`src/rtl/encoder_position_velocity_core_defines.svh`:
```
// ----------------------------------------------------------------------------
// Encoder position/velocity core assertion macros
// Shared concurrent assertion forms used by the core's RTL.
// ----------------------------------------------------------------------------
`ifndef ENCODER_POSITION_VELOCITY_CORE_DEFINES_SVH
`define ENCODER_POSITION_VELOCITY_CORE_DEFINES_SVH

// same-cycle implication
`define EPV_ASSERT_IMPL(label, clk, rst, ante, cons) \
   label: assert property (@(posedge clk) disable iff (rst) (ante) |-> (cons)) \
      else $error("epv assertion failed");

// next-cycle implication
`define EPV_ASSERT_NEXT(label, clk, rst, ante, cons) \
   label: assert property (@(posedge clk) disable iff (rst) (ante) |=> (cons)) \
      else $error("epv assertion failed");

`endif

```
`src/rtl/epv_pkg.sv`:
```
// ----------------------------------------------------------------------------
// Encoder position/velocity package
// Widths, codes, control structs and clamp helpers shared by the core.
// ----------------------------------------------------------------------------
`timescale 1ns / 1ps

package epv_pkg;

   localparam int COUNT_BITS    = 32;
   localparam int TIME_BITS     = 32;
   localparam int RATE_BITS     = 16;
   localparam int PROD_BITS     = COUNT_BITS + RATE_BITS;
   localparam int DIV_CNT_BITS  = $clog2(PROD_BITS + 1);
   localparam int WIDE_BITS     = (COUNT_BITS > 32 ? COUNT_BITS : 32) + 1;
   localparam int Q_BITS        = (PROD_BITS > 34 ? PROD_BITS : 34);

   localparam int CSR_IDX_BITS  = 1;
   localparam int CSR_DATA_BITS = RATE_BITS;

   typedef enum logic [1:0] {
      CMD_EDGE   = 2'd0,
      CMD_SAMPLE = 2'd1,
      CMD_WRITE  = 2'd2,
      CMD_CLEAR  = 2'd3
   } cmd_type;

   localparam logic [1:0] STAT_NORMAL    = 2'd0;
   localparam logic [1:0] STAT_SATURATED = 2'd1;
   localparam logic [1:0] STAT_ZERO_TIME = 2'd2;
   localparam logic [1:0] STAT_UNUSED    = 2'd3;

   localparam logic [CSR_IDX_BITS-1:0] CSR_INVERT = CSR_IDX_BITS'(0);
   localparam logic [CSR_IDX_BITS-1:0] CSR_RATE   = CSR_IDX_BITS'(1);

   localparam logic [RATE_BITS-1:0] RATE_RESET = RATE_BITS'(1000);

   localparam logic signed [31:0] VEL_MAX = 32'sh7FFF_FFFF;
   localparam logic signed [31:0] VEL_MIN = 32'sh8000_0000;

   localparam logic signed [COUNT_BITS-1:0] COUNT_MAX = {1'b0, {(COUNT_BITS-1){1'b1}}};
   localparam logic signed [COUNT_BITS-1:0] COUNT_MIN = {1'b1, {(COUNT_BITS-1){1'b0}}};

   localparam logic signed [WIDE_BITS-1:0] W_I32_MAX = WIDE_BITS'(64'sd2147483647);
   localparam logic signed [WIDE_BITS-1:0] W_I32_MIN = WIDE_BITS'(-64'sd2147483648);
   localparam logic signed [WIDE_BITS-1:0] W_CNT_MAX = WIDE_BITS'(COUNT_MAX);
   localparam logic signed [WIDE_BITS-1:0] W_CNT_MIN = WIDE_BITS'(COUNT_MIN);

   typedef struct packed {
      logic start;
   } div_ctrl_type;

   typedef struct packed {
      logic busy;
      logic done;
   } div_stat_type;

   function automatic logic signed [31:0] clamp_position(
      input logic signed [COUNT_BITS-1:0] c);
      logic signed [WIDE_BITS-1:0] w;
      logic signed [31:0]          r;
      w = WIDE_BITS'(c);
      if (w > W_I32_MAX) begin
         r = VEL_MAX;
      end else if (w < W_I32_MIN) begin
         r = VEL_MIN;
      end else begin
         r = w[31:0];
      end
      return r;
   endfunction

   function automatic logic signed [COUNT_BITS-1:0] clamp_write(
      input logic signed [31:0] v);
      logic signed [WIDE_BITS-1:0]  w;
      logic signed [COUNT_BITS-1:0] r;
      w = WIDE_BITS'(v);
      if (w > W_CNT_MAX) begin
         r = COUNT_MAX;
      end else if (w < W_CNT_MIN) begin
         r = COUNT_MIN;
      end else begin
         r = w[COUNT_BITS-1:0];
      end
      return r;
   endfunction

endpackage

```
`src/rtl/epv_channels.sv`:
```
// ----------------------------------------------------------------------------
// Encoder position/velocity channels
// Valid/ready interfaces for the request and response items.
// ----------------------------------------------------------------------------
`timescale 1ns / 1ps

interface epv_req_if import epv_pkg::*; ();
   logic               valid;
   logic               ready;
   logic [1:0]         command;
   logic               dir_level;
   logic [31:0]        time_ms;
   logic signed [31:0] write_value;

   modport source (output valid, command, dir_level, time_ms, write_value,
                   input ready);
   modport sink   (input valid, command, dir_level, time_ms, write_value,
                   output ready);
endinterface

interface epv_rsp_if import epv_pkg::*; ();
   logic               valid;
   logic               ready;
   logic signed [31:0] position;
   logic signed [31:0] velocity;
   logic [1:0]         velocity_status;

   modport source (output valid, position, velocity, velocity_status,
                   input ready);
   modport sink   (input valid, position, velocity, velocity_status,
                   output ready);
endinterface

```
`src/rtl/epv_divider.sv`:
```
// ----------------------------------------------------------------------------
// Encoder position/velocity divider
// Restoring divider, one quotient bit per cycle, shared subtract/compare.
// ----------------------------------------------------------------------------
`timescale 1ns / 1ps

module epv_divider import epv_pkg::*; (
   input  logic                 clock,
   input  logic                 reset,
   input  div_ctrl_type         ctrl,
   input  logic [PROD_BITS-1:0] dividend,
   input  logic [TIME_BITS-1:0] divisor,
   output div_stat_type         stat,
   output logic [PROD_BITS-1:0] quotient
);

   logic [PROD_BITS-1:0]    dq_ff, dq_in;
   logic [TIME_BITS-1:0]    rem_ff, rem_in;
   logic [DIV_CNT_BITS-1:0] cnt_ff, cnt_in;
   logic                    busy_ff, busy_in;
   logic                    done_ff, done_in;

   logic [TIME_BITS:0]   shifted;
   logic [TIME_BITS+1:0] trial;
   logic                 qbit;

   always_comb begin
      shifted = {rem_ff, dq_ff[PROD_BITS-1]};
      trial   = {1'b0, shifted} - {2'b00, divisor};
      qbit    = ~trial[TIME_BITS+1];

      dq_in   = dq_ff;
      rem_in  = rem_ff;
      cnt_in  = cnt_ff;
      busy_in = busy_ff;
      done_in = 1'b0;

      if (ctrl.start) begin
         dq_in   = dividend;
         rem_in  = '0;
         cnt_in  = DIV_CNT_BITS'(PROD_BITS);
         busy_in = 1'b1;
      end else if (busy_ff) begin
         dq_in  = {dq_ff[PROD_BITS-2:0], qbit};
         rem_in = qbit ? trial[TIME_BITS-1:0] : shifted[TIME_BITS-1:0];
         cnt_in = cnt_ff - DIV_CNT_BITS'(1);
         if (cnt_ff == DIV_CNT_BITS'(1)) begin
            busy_in = 1'b0;
            done_in = 1'b1;
         end
      end
   end

   always_ff @(posedge clock) begin
      dq_ff  <= dq_in;
      rem_ff <= rem_in;
      cnt_ff <= cnt_in;
      if (reset) begin
         busy_ff <= 1'b0;
         done_ff <= 1'b0;
      end else begin
         busy_ff <= busy_in;
         done_ff <= done_in;
      end
   end

   assign stat.busy = busy_ff;
   assign stat.done = done_ff;
   assign quotient  = dq_ff;

endmodule

```
`src/rtl/encoder_position_velocity_core.sv`:
```
// ----------------------------------------------------------------------------
// Encoder position/velocity core
// Step/direction position counter with a sampled velocity estimate.
// ----------------------------------------------------------------------------
// Edge, write and clear items update the signed position count and return one
// response item; the core takes the next request once that response has been
// taken, so a response stall holds off the next item. For a velocity sample
// the position delta is scaled by the rate register in a multiply state and
// then divided by the elapsed milliseconds in a restoring divider that
// resolves one quotient bit per cycle; a sample with no motion or zero
// elapsed time skips the multiply and the divider. Velocity is truncated
// toward zero and saturates to the signed 32-bit range with a status code.
// Request ready is low while an item is in flight. Configuration writes take
// effect at once and are meant to be issued only while the core is idle.
`timescale 1ns / 1ps
`include "encoder_position_velocity_core_defines.svh"

module encoder_position_velocity_core import epv_pkg::*; (
   input  logic                     clock,
   input  logic                     reset,
   epv_req_if.sink                  req_chan,
   epv_rsp_if.source                rsp_chan,
   input  logic                     csr_we,
   input  logic [CSR_IDX_BITS-1:0]  csr_index,
   input  logic [CSR_DATA_BITS-1:0] csr_wdata
);

   typedef enum logic [2:0] {
      ST_IDLE,
      ST_PREP,
      ST_MUL,
      ST_START,
      ST_DIV,
      ST_FIN,
      ST_RESP,
      ST_WAIT
   } state_type;

   state_type state_ff, state_in;

   logic                         invert_ff, invert_in;
   logic [RATE_BITS-1:0]         rate_ff, rate_in;
   logic signed [COUNT_BITS-1:0] count_ff, count_in;
   logic signed [COUNT_BITS-1:0] samp_count_ff, samp_count_in;
   logic [TIME_BITS-1:0]         samp_time_ff, samp_time_in;
   logic signed [31:0]           speed_ff, speed_in;
   logic [1:0]                   flag_ff, flag_in;
   logic [TIME_BITS-1:0]         now_ff, now_in;
   logic [TIME_BITS-1:0]         dt_ff, dt_in;
   logic [COUNT_BITS-1:0]        mag_ff, mag_in;
   logic                         neg_ff, neg_in;
   logic [PROD_BITS-1:0]         prod_ff, prod_in;
   logic                         rsp_valid_ff, rsp_valid_in;
   logic signed [31:0]           rsp_pos_ff, rsp_pos_in;
   logic signed [31:0]           rsp_vel_ff, rsp_vel_in;
   logic [1:0]                   rsp_stat_ff, rsp_stat_in;

   div_ctrl_type         div_ctrl;
   div_stat_type         div_stat;
   logic [PROD_BITS-1:0] quotient;

   logic                         req_fire;
   cmd_type                      cmd;
   logic signed [COUNT_BITS:0]   diff;
   logic [COUNT_BITS-1:0]        mag_now;
   logic [TIME_BITS-1:0]         dt_now;
   logic [Q_BITS-1:0]            q_ext;

   epv_divider u_divider (
      .clock    (clock),
      .reset    (reset),
      .ctrl     (div_ctrl),
      .dividend (prod_ff),
      .divisor  (dt_ff),
      .stat     (div_stat),
      .quotient (quotient)
   );

   assign req_chan.ready           = (state_ff == ST_IDLE);
   assign rsp_chan.valid           = rsp_valid_ff;
   assign rsp_chan.position        = rsp_pos_ff;
   assign rsp_chan.velocity        = rsp_vel_ff;
   assign rsp_chan.velocity_status = rsp_stat_ff;

   assign req_fire = req_chan.valid && req_chan.ready;
   assign cmd      = cmd_type'(req_chan.command);

   always_comb begin
      diff    = {count_ff[COUNT_BITS-1], count_ff}
              - {samp_count_ff[COUNT_BITS-1], samp_count_ff};
      mag_now = diff[COUNT_BITS] ? COUNT_BITS'(-diff) : diff[COUNT_BITS-1:0];
      dt_now  = now_ff - samp_time_ff;
      q_ext   = Q_BITS'(quotient);

      state_in      = state_ff;
      invert_in     = invert_ff;
      rate_in       = rate_ff;
      count_in      = count_ff;
      samp_count_in = samp_count_ff;
      samp_time_in  = samp_time_ff;
      speed_in      = speed_ff;
      flag_in       = flag_ff;
      now_in        = now_ff;
      dt_in         = dt_ff;
      mag_in        = mag_ff;
      neg_in        = neg_ff;
      prod_in       = prod_ff;
      rsp_valid_in  = rsp_valid_ff;
      rsp_pos_in    = rsp_pos_ff;
      rsp_vel_in    = rsp_vel_ff;
      rsp_stat_in   = rsp_stat_ff;
      div_ctrl      = '0;

      if (csr_we) begin
         case (csr_index)
            CSR_INVERT: begin
               invert_in = csr_wdata[0];
            end
            CSR_RATE: begin
               rate_in = csr_wdata;
            end
            default: begin
            end
         endcase
      end

      case (state_ff)
         ST_IDLE: begin
            if (req_fire) begin
               state_in = ST_RESP;
               case (cmd)
                  CMD_EDGE: begin
                     if (req_chan.dir_level ^ invert_ff) begin
                        if (count_ff < COUNT_MAX) begin
                           count_in = count_ff + COUNT_BITS'(1);
                        end
                     end else begin
                        if (count_ff > COUNT_MIN) begin
                           count_in = count_ff - COUNT_BITS'(1);
                        end
                     end
                  end
                  CMD_SAMPLE: begin
                     now_in   = TIME_BITS'(req_chan.time_ms);
                     state_in = ST_PREP;
                  end
                  CMD_WRITE: begin
                     count_in = clamp_write(req_chan.write_value);
                  end
                  CMD_CLEAR: begin
                     count_in = '0;
                  end
                  default: begin
                  end
               endcase
            end
         end
         ST_PREP: begin
            samp_count_in = count_ff;
            samp_time_in  = now_ff;
            mag_in        = mag_now;
            neg_in        = diff[COUNT_BITS];
            dt_in         = dt_now;
            if (mag_now == '0) begin
               speed_in = '0;
               flag_in  = STAT_NORMAL;
               state_in = ST_RESP;
            end else if (dt_now == '0) begin
               speed_in = diff[COUNT_BITS] ? VEL_MIN : VEL_MAX;
               flag_in  = STAT_ZERO_TIME;
               state_in = ST_RESP;
            end else begin
               state_in = ST_MUL;
            end
         end
         ST_MUL: begin
            prod_in  = PROD_BITS'(mag_ff) * PROD_BITS'(rate_ff);
            state_in = ST_START;
         end
         ST_START: begin
            div_ctrl.start = 1'b1;
            state_in       = ST_DIV;
         end
         ST_DIV: begin
            if (div_stat.done) begin
               state_in = ST_FIN;
            end
         end
         ST_FIN: begin
            if (neg_ff) begin
               if (q_ext > Q_BITS'(64'h8000_0000)) begin
                  speed_in = VEL_MIN;
                  flag_in  = STAT_SATURATED;
               end else begin
                  speed_in = 32'd0 - q_ext[31:0];
                  flag_in  = STAT_NORMAL;
               end
            end else begin
               if (q_ext > Q_BITS'(64'h7FFF_FFFF)) begin
                  speed_in = VEL_MAX;
                  flag_in  = STAT_SATURATED;
               end else begin
                  speed_in = q_ext[31:0];
                  flag_in  = STAT_NORMAL;
               end
            end
            state_in = ST_RESP;
         end
         ST_RESP: begin
            rsp_valid_in = 1'b1;
            rsp_pos_in   = clamp_position(count_ff);
            rsp_vel_in   = speed_ff;
            rsp_stat_in  = flag_ff;
            state_in     = ST_WAIT;
         end
         ST_WAIT: begin
            if (rsp_chan.ready) begin
               rsp_valid_in = 1'b0;
               state_in     = ST_IDLE;
            end
         end
         default: begin
            state_in = ST_IDLE;
         end
      endcase
   end

   always_ff @(posedge clock) begin
      now_ff      <= now_in;
      dt_ff       <= dt_in;
      mag_ff      <= mag_in;
      neg_ff      <= neg_in;
      prod_ff     <= prod_in;
      rsp_pos_ff  <= rsp_pos_in;
      rsp_vel_ff  <= rsp_vel_in;
      rsp_stat_ff <= rsp_stat_in;
      if (reset) begin
         state_ff      <= ST_IDLE;
         invert_ff     <= 1'b0;
         rate_ff       <= RATE_RESET;
         count_ff      <= '0;
         samp_count_ff <= '0;
         samp_time_ff  <= '0;
         speed_ff      <= '0;
         flag_ff       <= STAT_NORMAL;
         rsp_valid_ff  <= 1'b0;
      end else begin
         state_ff      <= state_in;
         invert_ff     <= invert_in;
         rate_ff       <= rate_in;
         count_ff      <= count_in;
         samp_count_ff <= samp_count_in;
         samp_time_ff  <= samp_time_in;
         speed_ff      <= speed_in;
         flag_ff       <= flag_in;
         rsp_valid_ff  <= rsp_valid_in;
      end
   end

   `EPV_ASSERT_IMPL(a_ready_no_rsp, clock, reset, req_chan.ready, !rsp_chan.valid)
   `EPV_ASSERT_NEXT(a_short_item, clock, reset, req_fire && cmd != CMD_SAMPLE, state_ff == ST_RESP)
   `EPV_ASSERT_IMPL(a_div_start_idle, clock, reset, div_ctrl.start, !div_stat.busy)
   `EPV_ASSERT_IMPL(a_status_legal, clock, reset, rsp_chan.valid, rsp_chan.velocity_status != STAT_UNUSED)

endmodule

```
`src/flat_wrapper.sv`:
```
// flat-port wrapper written by rule: the top's interface ports become plain ports
module encoder_position_velocity_core_flat import epv_pkg::*;
  (clock, reset, csr_we, csr_index, csr_wdata, req_chan_valid, req_chan_command, req_chan_dir_level, req_chan_time_ms, req_chan_write_value, req_chan_ready, rsp_chan_valid, rsp_chan_position, rsp_chan_velocity, rsp_chan_velocity_status, rsp_chan_ready);
  epv_req_if req_chan_i ();
  epv_rsp_if rsp_chan_i ();
  input  logic clock;
  input  logic reset;
  input  logic csr_we;
  input  logic [CSR_IDX_BITS-1:0] csr_index;
  input  logic [CSR_DATA_BITS-1:0] csr_wdata;
  input wire logic [$bits(req_chan_i.valid)-1:0] req_chan_valid;
  input wire logic [$bits(req_chan_i.command)-1:0] req_chan_command;
  input wire logic [$bits(req_chan_i.dir_level)-1:0] req_chan_dir_level;
  input wire logic [$bits(req_chan_i.time_ms)-1:0] req_chan_time_ms;
  input wire logic [$bits(req_chan_i.write_value)-1:0] req_chan_write_value;
  output wire logic [$bits(req_chan_i.ready)-1:0] req_chan_ready;
  output wire logic [$bits(rsp_chan_i.valid)-1:0] rsp_chan_valid;
  output wire logic [$bits(rsp_chan_i.position)-1:0] rsp_chan_position;
  output wire logic [$bits(rsp_chan_i.velocity)-1:0] rsp_chan_velocity;
  output wire logic [$bits(rsp_chan_i.velocity_status)-1:0] rsp_chan_velocity_status;
  input wire logic [$bits(rsp_chan_i.ready)-1:0] rsp_chan_ready;
  assign req_chan_i.valid = req_chan_valid;
  assign req_chan_i.command = req_chan_command;
  assign req_chan_i.dir_level = req_chan_dir_level;
  assign req_chan_i.time_ms = req_chan_time_ms;
  assign req_chan_i.write_value = req_chan_write_value;
  assign req_chan_ready = req_chan_i.ready;
  assign rsp_chan_valid = rsp_chan_i.valid;
  assign rsp_chan_position = rsp_chan_i.position;
  assign rsp_chan_velocity = rsp_chan_i.velocity;
  assign rsp_chan_velocity_status = rsp_chan_i.velocity_status;
  assign rsp_chan_i.ready = rsp_chan_ready;
  encoder_position_velocity_core u_core (.clock(clock), .reset(reset), .req_chan(req_chan_i), .rsp_chan(rsp_chan_i), .csr_we(csr_we), .csr_index(csr_index), .csr_wdata(csr_wdata));
endmodule
```
`config.mk`:
```
export PLATFORM = sky130hd
export DESIGN_NAME = encoder_position_velocity_core_flat
export DESIGN_NICKNAME = d
export VERILOG_FILES = /design/src/rtl/epv_pkg.sv /design/src/rtl/epv_channels.sv /design/src/rtl/epv_divider.sv /design/src/rtl/encoder_position_velocity_core.sv /design/src/flat_wrapper.sv
export VERILOG_INCLUDE_DIRS = /design/src /design/src/rtl
export SDC_FILE = /design/constraint.sdc
export NUM_CORES = 2
export LEC_CHECK = 0
export BUFFER_PORTS_ARGS = -buffer_cell sky130_fd_sc_hd__buf_2
export CORE_ASPECT_RATIO = 1.2
export CORE_MARGIN = 4
export CORE_UTILIZATION = 60
export CTS_BUF_LIST = sky130_fd_sc_hd__clkbuf_16
export DETAILED_ROUTE_END_ITERATION = 10
export GPL_TIMING_DRIVEN = 0
export PLACE_DENSITY = 0.77
export SKIP_CTS_REPAIR_TIMING = 1
export SYNTH_ARGS = -nofsm -noshare
export SYNTH_HDL_FRONTEND = slang
export SYNTH_SLANG_ARGS = --single-unit
```
`constraint.sdc`:
```
create_clock -name clock -period 8.2 [get_ports clock]
set_clock_uncertainty 0.05 [all_clocks]
set_input_delay 2.46 -clock clock [delete_from_list [all_inputs] [get_ports clock]]
set_output_delay 2.46 -clock clock [all_outputs]
set_load 0.01 [all_outputs]
```
==> flow_summary_export.csv <==
group,metric,value,unit
global_routing,grt_use_met1,0.393,
sta,hold_viol_final,0,
yosys,async_flop_share,0,
sta,timing.final.crit_share,0.974,
global_routing,grt_use_met2,0.508,
floorplanning,die_height,295,um
sta,min_period,7.99,ns
cts,clkLatencyLatePin,0.63,ns
min_path,hold_class,"flop to flop",
critical_path,path_max_fanout,10,
floorplanning,fp.coreArea,68300,um2
sta,setup_violations,0,
cts,tritoncts,"yes",
yosys,synth-main-ff-cell,"edfxtp_1",
final_layout,nNetsFinal,5619,
routing,first_pass_iters,6,
final_layout,num-fill-cells,5668,
global_routing,gr-total-overflow,0,
critical_path,worst_ep_arrival_time,8.29,ns
place,place.gp.congestion,0.989,
final_layout,area_delta_synth_final,9.46,%
critical_path,max_stage_delay,0.56,ns
routing,drt-total-wl,112000,um
routing,drtIter0Drc,2698,
place,port_buffers,154,
global_routing,grt_pass1_wl,178000,um
global_routing,met3_usage,0.0474,
floorplanning,io_pins,157,
routing,dr_total_vias,33847,
status,status,"completed",
yosys,synth_fp_nets,5395,
floorplanning,die_w,247,um
global_routing,grt_pass1_vias,33598,
place,dp.cells,5705,
routing,avgViaCountPerCell,5.83,
global_routing,groute.usage.overall,0.307,
global_routing,grt_max_degree,62,
critical_path,crit_family,"adder cells",
final_layout,drive_gt1_frac,0.0768,
routing,wl_per_cell,19.4,um
cts,cts.sink_count,450,
sta,max_freq,125,MHz
critical_path,cp-end-kind,"flop",
sta,maxSlewHeadroom,0.140,
yosys,synth_edf_count,259,
routing,drc_errors,0,
yosys,yosysSeqAreaShare,0.281,
floorplanning,die_area,73100,um2
final_layout,stdcell_count,5809,
cts,htreeDepth,2,
yosys,syn_area,41300,um2
critical_path,critPathBufInv,4,
yosys,synth-seq-cells,450,
cts,cts_buffers,48,
routing,drtAntennaViolNets,0,
yosys,synthCells,4635,
global_routing,antenna_found_initial,3,
yosys,ys_warn_count,0,
floorplanning,start_util,0.604,
critical_path,worstPathRequired,8.50,ns
sta,tightest_slew,1.27,ns
yosys,ys_types,80,
place,dp.final_hpwl,88400,um
critical_path,worstSetupPathType,"flop to flop",
yosys,postSynthAreaPerCell,8.90,um2
final_layout,fin_util,0.661,
critical_path,cp_slowest_cell,"fa_1",
global_routing,grt_most_used_layer,"met2",
job,cap_violations,0,
cts,cts_root_buffer,"clkbuf_16",
floorplanning,rows,105,
critical_path,start_kind,"flop",
sta,fin_hold_ws,0.379,ns
sta,drv_slew,0,
cts,cts.clk_slew.worst_paths,0.06,ns
critical_path,cpMostUsedCell,"fa_1",
cts,clockBufferDepth,3,
[final timing paths]
| path | from | end | slack [ns] | depth (start not counted) |
|---|---|---|---|---|
| setup / recovery | u_core.mag_ff[7] | u_core.prod_ff[47] | 0.21 | 26 |
| hold / removal | u_core.speed_ff[17] | u_core.rsp_chan.velocity[17] | 0.38 | 0 |
| setup reg to reg | u_core.mag_ff[7] | u_core.prod_ff[47] | 0.21 | 26 |
| hold reg to reg | u_core.speed_ff[17] | u_core.rsp_chan.velocity[17] | 0.38 | 0 |
[layout by cell type (no fill, tap or decap), types with 123 or more instances in the layout]
cell      Yosys  layout
ha_1        249     249
inv_1       623     627
o21ai_0     157     156
dfxtp_1     191     184
a21oi_1     300     300
clkbuf_1    228     190
and2_1      223     223
buf_2         3     162
nor2_1      260     259
xnor2_1     123     123
fa_1        422     422
nand2_1     750     750
edfxtp_1    259     259
[synthesized netlist by cell type (all sizes together) (15+ instances only)]
cell type,n,area share
o21ai,160,0.019
fa,422,0.20
nand2,750,0.068
clkbuf,228,0.021
and3,22,0.0033
or3,24,0.0036
dfxtp,191,0.093
and2,223,0.034
nor2,260,0.024
nor3,68,0.0084
nor4,24,0.0040
nand3,57,0.0069
nand2b,36,0.0055
ha,249,0.076
xnor2,123,0.026
nand4,30,0.0045
o211ai,41,0.0075
o31ai,17,0.0031
buf,16,0.0027
a31oi,34,0.0052
xor2,48,0.010
inv,624,0.057
a21o,64,0.012
a21oi,300,0.036
o21bai,24,0.0044
nor2b,34,0.0053
a221oi,37,0.013
edfxtp,259,0.19
a211oi,33,0.0060
mux2i,15,0.0036
o21a,26,0.0047
[kinds of logic after synthesis]
family / synth area share
buffers and inverters: 0.0802
XOR/XNOR: 0.0363
flip-flops: 0.281
AND/OR/NAND/NOR: 0.179
adder cells (fa/ha/maj): 0.280
AO/OA/AOI/OAI: 0.139
multiplexers: 0.00418
[through the flow]
| stage | setup TNS [ns] | setup slack (ns) | cell area, um2 |
|---|---|---|---|
| 2_1_floorplan | 0 | 1.14 | 41300 |
| 3_3_place_gp | -0.764 | -0.272 | 43200 |
| 3_5_place_dp | -0.752 | -0.247 | 43300 |
| 5_1_grt | -0.0133 | -0.0133 | 45200 |
| 6_report | 0 | 0.211 | 45200 |
| 4_1_cts | -0.964 | -0.266 | 45000 |
[state kept, by name (all words and copies together), names as in the netlist, 2 cells and up]
| register | count |
|---|---|
| u_core.samp_time_ff | 32 |
| u_core.rsp_chan.position | 32 |
| u_core.samp_count_ff | 32 |
| u_core.u_divider.cnt_ff | 6 |
| u_core.rsp_chan.velocity_status | 2 |
| u_core.count_ff | 32 |
| u_core.flag_ff | 2 |
| u_core.mag_ff | 32 |
| u_core.state_ff | 3 |
| u_core.prod_ff | 48 |
| u_core.rsp_chan.velocity | 32 |
| u_core.dt_ff | 32 |
| u_core.speed_ff | 32 |
| u_core.u_divider.rem_ff | 32 |
| u_core.rate_ff | 16 |
| u_core.u_divider.quotient | 48 |
| u_core.now_ff | 32 |
[layout make-up]
class                           count  area (um2)  area share
Clock buffer                       52        1300      0.0288
Clock inverter                     38         370     0.00820
Multi-Input combinational cell   3317       26400       0.584
Timing Repair Buffer              174         997      0.0221
Sequential cell                   450       11600       0.257
Inverter                          624        2340      0.0519
Buffer                            244        1030      0.0227
Tap cell                          909        1140      0.0252
Antenna cell                        1        2.50   0.0000554
[metal layers]
| layer | up-vias | wire length (um) |
|---|---|---|
| li1 | 15815 | - |
| met1 | 16287 | 43900 |
| met2 | 1375 | 53200 |
| met3 | 370 | 8290 |
| met4 | 0 | 7050 |
| met5 | - | 0 |
Power is left out: the tool's default activity adds up to more than one toggle a clock period on the data nets, which glitch-free logic cannot reach.
